## config.mk

```make
export PLATFORM = sky130hd
export DESIGN_NAME = cobs_crc8_frame_receiver
export DESIGN_NICKNAME = d
export VERILOG_FILES = /design/src/design/cobsrx_pkg.sv /design/src/design/cobsrx_decode.sv /design/src/design/cobs_crc8_frame_receiver.sv
export SDC_FILE = /design/constraint.sdc
export NUM_CORES = 1
export LEC_CHECK = 0
export BUFFER_PORTS_ARGS = -buffer_cell sky130_fd_sc_hd__clkbuf_2
export CORE_ASPECT_RATIO = 1.25
export CORE_UTILIZATION = 45
export DETAILED_ROUTE_END_ITERATION = 8
export GPL_ROUTABILITY_DRIVEN = 0
export PLACE_DENSITY = 0.64
export SYNTH_ARGS = -nofsm -noshare
export SYNTH_HDL_FRONTEND = slang
export SYNTH_SLANG_ARGS = --single-unit
export TNS_END_PERCENT = 1
```

## constraint.sdc

```tcl
create_clock -name clk -period 2.9 [get_ports clk]
set_input_delay 0.58 -clock clk [delete_from_list [all_inputs] [get_ports clk]]
set_output_delay 0.58 -clock clk [all_outputs]
set_load 0.005 [all_outputs]
```

## src/design/cobsrx_pkg.sv

```systemverilog
// Shared types, status codes and the CRC-8/SMBUS byte update for the COBS frame receiver.
// No dependencies.
`timescale 1ns / 1ps

package cobsrx_pkg;

	localparam logic [7:0] CRC_POLY = 8'h07;

	typedef enum logic [1:0] {
		ST_OK       = 2'd0,
		ST_CRC      = 2'd1,
		ST_FRAMING  = 2'd2,
		ST_OVERFLOW = 2'd3
	} frame_status_t;

	// one decoder event per accepted line byte
	typedef struct packed {
		logic          emit;
		logic          last;
		logic [7:0]    data;
		frame_status_t status;
	} rx_event_t;

	function automatic logic [7:0] crc8_update(input logic [7:0] crc, input logic [7:0] b);
		logic [7:0] c;
		c = crc ^ b;
		for (int i = 0; i < 8; i++) begin
			if (c[7]) begin
				c = {c[6:0], 1'b0} ^ CRC_POLY;
			end else begin
				c = {c[6:0], 1'b0};
			end
		end
		return c;
	endfunction

endpackage

```

## src/design/cobsrx_decode.sv

```systemverilog
// Per-frame COBS decode, one-byte holdback and running CRC check.
// Depends on cobsrx_pkg.
`timescale 1ns / 1ps

module cobsrx_decode #(
	parameter int MAX_FRAME = 64
) (
	input  logic                  clk,
	input  logic                  arst_n,
	input  logic                  req,
	input  logic [7:0]            rx_byte,
	output cobsrx_pkg::rx_event_t ev
);
	import cobsrx_pkg::*;

	localparam int SC_W = $clog2(MAX_FRAME);

	logic [SC_W-1:0] stored_q, stored_d;
	logic [7:0]      group_left_q, group_left_d;
	logic            zero_owed_q, zero_owed_d;
	logic            held_valid_q, held_valid_d;
	logic [7:0]      held_byte_q, held_byte_d;
	logic [7:0]      crc_q, crc_d;
	logic            full;
	logic            push;
	logic [7:0]      push_byte;

	assign full = stored_q >= SC_W'(MAX_FRAME - 1);

	always_comb begin
		stored_d     = stored_q;
		group_left_d = group_left_q;
		zero_owed_d  = zero_owed_q;
		held_valid_d = held_valid_q;
		held_byte_d  = held_byte_q;
		crc_d        = crc_q;
		push         = 1'b0;
		push_byte    = rx_byte;
		ev           = '{emit: 1'b0, last: 1'b0, data: 8'd0, status: ST_OK};
		if (req) begin
			if (full || rx_byte == 8'd0) begin
				ev.emit = 1'b1;
				ev.last = 1'b1;
				if (full) begin
					ev.status = ST_OVERFLOW;
				end else if (group_left_q != 8'd0 || !held_valid_q) begin
					ev.status = ST_FRAMING;
				end else if (held_byte_q != crc_q) begin
					ev.status = ST_CRC;
				end else begin
					ev.status = ST_OK;
				end
				stored_d     = '0;
				group_left_d = 8'd0;
				zero_owed_d  = 1'b0;
				held_valid_d = 1'b0;
				held_byte_d  = 8'd0;
				crc_d        = 8'd0;
			end else begin
				stored_d = stored_q + 1'b1;
				if (group_left_q == 8'd0) begin
					// code byte: starts a group, releases the implied zero of the last one
					group_left_d = rx_byte - 8'd1;
					zero_owed_d  = rx_byte != 8'hFF;
					push         = zero_owed_q;
					push_byte    = 8'd0;
				end else begin
					group_left_d = group_left_q - 8'd1;
					push         = 1'b1;
				end
				if (push) begin
					if (held_valid_q) begin
						crc_d   = crc8_update(crc_q, held_byte_q);
						ev.emit = 1'b1;
						ev.data = held_byte_q;
					end
					held_byte_d  = push_byte;
					held_valid_d = 1'b1;
				end
			end
		end
	end

	always_ff @(posedge clk or negedge arst_n) begin
		if (!arst_n) begin
			stored_q     <= '0;
			group_left_q <= 8'd0;
			zero_owed_q  <= 1'b0;
			held_valid_q <= 1'b0;
			crc_q        <= 8'd0;
		end else begin
			stored_q     <= stored_d;
			group_left_q <= group_left_d;
			zero_owed_q  <= zero_owed_d;
			held_valid_q <= held_valid_d;
			crc_q        <= crc_d;
		end
	end

	always_ff @(posedge clk) begin
		held_byte_q <= held_byte_d;
	end

endmodule

```

## src/design/cobs_crc8_frame_receiver.sv

```systemverilog
// Top level: COBS frame receiver with CRC-8/SMBUS check, status counters and output register.
// Depends on cobsrx_pkg and cobsrx_decode.
`timescale 1ns / 1ps
//
// channel | signals                        | carries
// s_*     | s_tvalid s_tready s_tdata[7:0] | encoded line bytes, zero ends a frame
// m_*     | m_tvalid m_tready m_tdata m_tlast | payload bytes, status item with tlast
//
// One line byte per cycle; the decode and CRC step sit between the state registers
// and the output register. s_tready is low only while the output register holds an
// untaken result and m_tready is low. Reset clears frame state, counters and m_tvalid.

module cobs_crc8_frame_receiver #(
	parameter int MAX_FRAME = 64
) (
	input  logic        clk,
	input  logic        arst_n,
	input  logic        s_tvalid,
	output logic        s_tready,
	input  logic [7:0]  s_tdata,   // [7:0] rx_byte
	output logic        m_tvalid,
	input  logic        m_tready,
	output logic [47:0] m_tdata,   // [7:0] payload_byte, [9:8] frame_status,
	                               // [25:10] errors_seen, [41:26] frames_good,
	                               // [42] overflow_seen, [47:43] zero
	output logic        m_tlast    // is_status
);
	import cobsrx_pkg::*;

	rx_event_t     ev;
	logic          req;
	logic [15:0]   err_q, err_d;
	logic [15:0]   good_q, good_d;
	logic          ovf_q, ovf_d;
	logic          valid_q;
	logic          last_q;
	logic [7:0]    data_q;
	frame_status_t status_q;
	logic [15:0]   err_out_q;
	logic [15:0]   good_out_q;
	logic          ovf_out_q;

	assign s_tready = !valid_q || m_tready;
	assign req      = s_tvalid && s_tready;

	cobsrx_decode #(
		.MAX_FRAME(MAX_FRAME)
	) u_decode (
		.clk    (clk),
		.arst_n (arst_n),
		.req    (req),
		.rx_byte(s_tdata),
		.ev     (ev)
	);

	always_comb begin
		err_d  = err_q;
		good_d = good_q;
		ovf_d  = ovf_q;
		if (ev.emit && ev.last) begin
			if (ev.status == ST_OK) begin
				if (good_q != 16'hFFFF) begin
					good_d = good_q + 16'd1;
				end
				ovf_d = 1'b0;
			end else begin
				if (err_q != 16'hFFFF) begin
					err_d = err_q + 16'd1;
				end
				if (ev.status == ST_OVERFLOW) begin
					ovf_d = 1'b1;
				end
			end
		end
	end

	always_ff @(posedge clk or negedge arst_n) begin
		if (!arst_n) begin
			err_q   <= 16'd0;
			good_q  <= 16'd0;
			ovf_q   <= 1'b0;
			valid_q <= 1'b0;
		end else begin
			err_q   <= err_d;
			good_q  <= good_d;
			ovf_q   <= ovf_d;
			valid_q <= ev.emit || (valid_q && !m_tready);
		end
	end

	always_ff @(posedge clk) begin
		if (ev.emit) begin
			last_q     <= ev.last;
			data_q     <= ev.data;
			status_q   <= ev.status;
			err_out_q  <= err_d;
			good_out_q <= good_d;
			ovf_out_q  <= ovf_d;
		end
	end

	assign m_tvalid = valid_q;
	assign m_tlast  = last_q;
	assign m_tdata  = {5'd0, ovf_out_q, good_out_q, err_out_q, status_q, data_q};

	a_err_monotonic: assert property (@(posedge clk) disable iff (!arst_n)
		1'b1 |=> err_q >= $past(err_q))
		else $error("error counter went down");

	a_good_monotonic: assert property (@(posedge clk) disable iff (!arst_n)
		1'b1 |=> good_q >= $past(good_q))
		else $error("good-frame counter went down");

	a_payload_clean: assert property (@(posedge clk) disable iff (!arst_n)
		(valid_q && !last_q) |-> status_q == ST_OK)
		else $error("payload item carries a status code");

	a_ovf_on_overflow: assert property (@(posedge clk) disable iff (!arst_n)
		(valid_q && last_q && status_q == ST_OVERFLOW) |-> ovf_out_q)
		else $error("overflow status without overflow flag");

	a_ovf_cleared_ok: assert property (@(posedge clk) disable iff (!arst_n)
		(valid_q && last_q && status_q == ST_OK) |-> !ovf_out_q && data_q == 8'd0)
		else $error("good frame left overflow flag set or status data nonzero");

endmodule

```

==> Word level (Yosys, flattened, before mapping) <==
Cells that the tools add are included.
{ "classes": {"addsub": 5, "n_mul": 0, "div_mod_pow": 0, "magnitude_cmp": 1, "n_eq_ne": 5, "shifts": 0, "mux": 72, "bitwise_logic": 12, "n_reduce_logical": 21} }
{ "ops": {"columns": ["cell", "count"], "rows": [
  ["8-bit two-way mux", 38],
  ["16-bit two-way mux", 6],
  ["16-bit by 1-bit adder with 16-bit output (second input constant)", 2],
  ["16-bit inequality test (second input constant)", 2],
  ["3-bit two-way mux", 8],
  ["3-bit inverter", 8],
  ["8-bit logical NOT", 2],
  ["8-bit by 1-bit subtractor with 8-bit output (second input constant)", 2],
  ["1-bit two-way mux", 15],
  ["12-bit two-way mux", 1],
  ["8-bit inequality test", 1],
  ["8-bit inequality test (second input constant)", 1],
  ["8-bit nonzero test", 1],
  ["8-bit bitwise XOR", 1],
  ["6-bit by 1-bit adder with 6-bit output (second input constant)", 1],
  ["6-bit >= comparator (second input constant)", 1],
  ["2-bit two-way mux", 3],
  ["6-bit two-way mux", 1],
  ["2-bit nonzero test", 3],
  ["1-bit logical OR", 4],
  ["2-bit AND reduction", 2],
  ["4-bit OR reduction", 1],
  ["1-bit logical AND", 3],
  ["1-bit logical NOT", 3],
  ["4 further kinds", 6]
]} }
{ "word_totals": {"ff_bits": 110, "latch_bits": 0, "ram_bits": 0, "romBits": 0, "in_bits": 12, "output_inout_bits": 51, "word_cells": 132, "mem_count": 0} }

==> Depth between registers and ports, before layout <==
{ "depth": {"word_depth": 48, "ltp_mapped": 11} }

==> Cells and area by module <==
From an unflattened synthesis, not the netlist that was laid out.
{ "hier_totals": {"cells_unflattened": 412, "area_unflattened_um2": 5126.2} }
{ "modules_own_cells": {"columns": ["mod", "n_inst", "cells_each", "area_per_inst_um2", "seq_area_each_um2"], "rows": [
  ["cobs_crc8_frame_receiver", 1, 208, 3123.0, 2172.1],
  ["cobsrx_decode", 1, 204, 2003.2, 840.8]
]} }

==> Worst setup path after synthesis <==
Ideal clock, no wire load.
{ "synth_timing": {"path_type": "flip-flop to flip-flop", "from": "reg u_decode.group_left_q[3]", "to": "reg data_q[0], enable pin", "setup_time_ns": 0.459, "t_arrival_ns": 2.351, "path_slack_ns": 0.091, "stages_incl_launch_ff": 6, "path_buffers": 0, "period_less_slack_ns": 2.809, "cell_sequence": "dfrtp_1 or4_4 o41ai_2 inv_1 o21ai_2 inv_1"} }
{ "synth_rtl": {"columns": ["element", "line", "text"], "rows": [
  ["from (decl)", "cobsrx_decode.sv:19", "logic [7:0] group_left_q, group_left_d;"],
  ["from (signal assigned)", "cobsrx_decode.sv:93", "group_left_q <= group_left_d;"],
  ["to (signal assigned)", "cobs_crc8_frame_receiver.sv:94", "data_q <= ev.data;"],
  ["to (decl)", "cobs_crc8_frame_receiver.sv:37", "logic [7:0] data_q;"]
]} }

==> Worst setup path in the final report <==
{ "layout_timing": {"from": "reg u_decode.group_left_q[3]", "to": "reg good_out_q[2], data pin"} }
{ "layout_via": {"elab_chain_cells": 9, "word_cells_on_any_way": 16} }
{ "layout_rtl": {"columns": ["element", "line", "text"], "rows": [
  ["8-bit nonzero test or 8-bit logical NOT (tied branches)", "cobsrx_decode.sv:46, cobsrx_decode.sv:61", null],
  ["1-bit logical OR or 1-bit two-way mux (tied branches)", "cobsrx_decode.sv:46, cobsrx_decode.sv:61", null],
  ["2-bit two-way mux or 1-bit two-way mux (tied branches)", "cobsrx_decode.sv:46, cobsrx_decode.sv:41", null],
  ["2-bit two-way mux or 1-bit two-way mux (tied branches)", "cobsrx_decode.sv:44, cobsrx_decode.sv:40", null],
  ["2-bit two-way mux or 1-bit two-way mux (tied branches)", "cobsrx_decode.sv:41, cobsrx_decode.sv:71", null],
  ["12-bit two-way mux *", "cobsrx_decode.sv:40", "if (req) begin"],
  ["2-bit logical NOT or 12-bit two-way mux (tied branches)", "cobs_crc8_frame_receiver.sv:61, cobsrx_decode.sv:40", null],
  ["16-bit two-way mux or 1-bit logical AND (tied branches)", "cobs_crc8_frame_receiver.sv:61, cobs_crc8_frame_receiver.sv:60", null],
  ["16-bit two-way mux *", "cobs_crc8_frame_receiver.sv:60", "if (ev.emit && ev.last) begin"],
  ["net good_d[2]", "cobs_crc8_frame_receiver.sv:33", "logic [15:0] good_q, good_d;"],
  ["to (signal assigned)", "cobs_crc8_frame_receiver.sv:97", "good_out_q <= good_d;"],
  ["to (decl)", "cobs_crc8_frame_receiver.sv:40", "logic [15:0] good_out_q;"]
]} }
Mark *: on every way through the listed nets, which the timed path passes. The rest lies on a longest branch. The select of a mux whose other input is x is not followed.
A chain may end at the register's enable or synchronous reset.

==> impl_metrics.env <==
export IMPL_power_frac_seq=0.465
export IMPL_overflow=0
export IMPL_hold_ws_ps=255
export IMPL_ys_types=50
export IMPL_routedLengthMet1_um=4140
export IMPL_cts_hold_fix_buffers=0
export IMPL_path_class="register to register"
export IMPL_fp_dieH_um=119
export IMPL_postRouteAntennaNets=0
export IMPL_drt_pass1_iterations=4
export IMPL_fin_tns_setup_ps=0
export IMPL_drive_gt1_frac=0.227
export IMPL_final_cells=622
export IMPL_yosysSeqAreaShare=0.608
export IMPL_vdd_drop_max_uv=387
export IMPL_drv_cap=0
export IMPL_synth_cell_area_mm2=0.00495
export IMPL_clock_fmax_ghz=0.381
export IMPL_worst_slew_pin_slew_ps=752
export IMPL_route_met3_wl_um=372
export IMPL_synth_compound_area_share=0.0876
export IMPL_worst_ep_arrival_time_ps=2710
export IMPL_ys_flop_type="dfrtp_1"
export IMPL_ios=63
export IMPL_clockRootBuffer="clkbuf_16"
export IMPL_antenna_found_initial=0
export IMPL_slowest_delay_ps=600
export IMPL_setup_viol=0
export IMPL_mostFrequentLayoutCells="58 x dfrtp_1, 57 x clkbuf_2, 52 x edfxtp_1, 30 x nand2_1, 29 x nor2_1"
export IMPL_synth_area_leaders="edfxtp_1 32%, dfrtp_1 29%, xnor2_1 4.8%"
export IMPL_antenna_cells=0
export IMPL_final_min_clock_period_ps=2630
export IMPL_clock_sinks=110
export IMPL_max_slew_margin_rel=0.497
export IMPL_start_util=0.464
export IMPL_synth_xor_area_frac=0.0806
export IMPL_ys_ff_latch=110
export IMPL_rsz0062_at_grt="false"
export IMPL_yosysTopAreaCell="edfxtp_1"
export IMPL_rows=42
export IMPL_synth_top_family_by_area="simple AND/OR/NAND/NOR gates"
export IMPL_wl_um=9870
export IMPL_grt_pass1_vias=3383
export IMPL_fp_coreArea_mm2=0.0107
export IMPL_ctsResizeCount=0
export IMPL_drcViolationCount=0
export IMPL_cp_top_family="simple AND/OR/NAND/NOR gates"
export IMPL_drt_iter0_markers=126
export IMPL_grt_max_degree=46
export IMPL_wl_per_cell_um=15.9
export IMPL_dr_total_vias=3377
export IMPL_post_route_util=0.544
export IMPL_synth_edf_count=52
export IMPL_internal_power_uw=3140
export IMPL_dr_max_layer_used="met4"
export IMPL_hold_viol=0
export IMPL_io_buffers=57
export IMPL_clk_latency_ps=350
export IMPL_status="finished clean"
export IMPL_cp_max_fo=18
export IMPL_die_area_mm2=0.0114
export IMPL_crit_buf_inv=1
export IMPL_fillerInstances=955
export IMPL_viasPerCell=5.43
export IMPL_fin_nets=504
export IMPL_finalCritPeriodShare=0.906
export IMPL_pwr_share_comb=0.260
export IMPL_h_tree_depth=3
export IMPL_synthCells=408
export IMPL_synthSimpleGateAreaFrac=0.170
export IMPL_dr_wl_met2_um=5010
export IMPL_yosys_area_top_type_share=0.315
export IMPL_leakagePower_uw=0.00250
export IMPL_final_common_cell="dfrtp_1"
export IMPL_pwr_share_clk=0.275
export IMPL_maxSlewViolCount=0
export IMPL_async_flop_share=0.527
export IMPL_cp_cell_sequence="or4_4 -> nor3_4 -> buf_4 -> nand4_1 -> nor2_1 -> nand3_1 -> xnor2_1"
export IMPL_synthAdderAreaFrac=0.0177
export IMPL_clock_path_buffers=2
export IMPL_cp_required_ps=2980
export IMPL_numCtsBuffers=9
export IMPL_hp_class="primary input to async pin"
export IMPL_path_clk_slew_ps=80
export IMPL_critPathSlowestCell="or4_4"
export IMPL_grt_pass1_wl_um=16200
export IMPL_syn_avg_cell_area_um2=12.1
export IMPL_place_hpwl_um=7070
export IMPL_area_growth_pct=17.0
export IMPL_p_per_area_mw_per_mm2=768
export IMPL_power_switching_uw=1320
export IMPL_fin_skew_ps=13.0
export IMPL_die_w_um=95.9
export IMPL_post_cts_buffers=0
export IMPL_dp_cells=606
export IMPL_muxShareOfSynthArea=0.0126
export IMPL_track_usage=0.189
export IMPL_endpoint_kind="register"
export IMPL_ys_warn_count=0
export IMPL_start_kind="register"
export IMPL_cts_tree="done"
export IMPL_p_sw_frac=0.295
[logic make-up (layout without fill, tap and decap cells)]
kind of cell,after synthesis,in the layout
AO/OA/AOI/OAI,64,64
XOR/XNOR,44,44
adder cells (fa/ha/maj),7,7
buffers and inverters,21,99
flip-flops,110,110
multiplexers,6,6
other,1,5
AND/OR/NAND/NOR,155,155
[synth_stat cells (all sizes together) (4+ instances only)]
cell / n
nand4: 15
inv: 7
o21ai: 22
and3: 16
a22o: 9
a21oi: 11
and2: 14
xnor2: 27
nor3: 15
or4: 4
nand2: 31
buf: 9
nand3: 16
nor2: 29
a31oi: 9
clkbuf: 5
mux2i: 4
edfxtp: 52
dfrtp: 58
xor2: 16
ha: 7
[metrics by stage]
step,power (uW),setup slack (ps),area [um^2]
4_1_cts,4500,284,5800
5_1_grt,4700,108,5800
3_3_place_gp,3220,283,5500
2_1_floorplan,2900,90.8,4970
3_5_place_dp,3250,246,5500
6_report,4450,273,5800
[metal layers]
metal	track usage	vias up
li1	-	1637
met1	0.238	1625
met2	0.300	90
met3	0.0402	25
met4	0.104	0
met5	0	-
[area by class of cell]
class,count,area [um^2],area share
Clock buffer,9,225,0.0388
Timing Repair Buffer,76,453,0.0781
Clock inverter,7,71.3,0.0123
Sequential cell,110,3010,0.520
Inverter,7,26.3,0.00453
Multi-Input combinational cell,281,1850,0.318
Tap cell,132,165,0.0285
[path summary, 6_finish.rpt]
path | from | end | slack, ps | cells past startpoint
worst max-delay path | u_decode.group_left_q[3]$_DFFE_PN0P_ | good_out_q[2]$_DFFE_PP_ | 270 | 7
worst min-delay path | arst_n | u_decode.group_left_q[4]$_DFFE_PN0P_ | 260 | 1
worst max register to register | u_decode.group_left_q[3]$_DFFE_PN0P_ | good_out_q[2]$_DFFE_PP_ | 270 | 7
worst min register to register | err_q[11]$_DFF_PN0_ | err_q[11]$_DFF_PN0_ | 500 | 1
max in group asynchronous | arst_n | err_q[10]$_DFF_PN0_ | 2000 | 2
min in group clk | err_q[11]$_DFF_PN0_ | err_q[11]$_DFF_PN0_ | 500 | 1
[sequential cells by signal, summed over array words and instances (netlist names)]
register,flops
data_q,8
err_out_q,16
err_q,16
good_out_q,16
good_q,16
m_tlast,1
m_tvalid,1
ovf_out_q,1
ovf_q,1
status_q,2
u_decode.crc_q,8
u_decode.group_left_q,8
u_decode.held_byte_q,8
u_decode.held_valid_q,1
u_decode.stored_q,6
u_decode.zero_owed_q,1
[power by group through the flow]
stage / Clock (uW) / Sequential (uW) / Combinational [uW]
global route: 1320 / 2100 / 1280
detailed placement: 0 / 2100 / 1150
finish: 1220 / 2070 / 1160
CTS: 1260 / 2070 / 1170
floorplan: 0 / 2060 / 835
global placement: 0 / 2090 / 1130
Note: power is estimated with default switching activity, not from simulation.
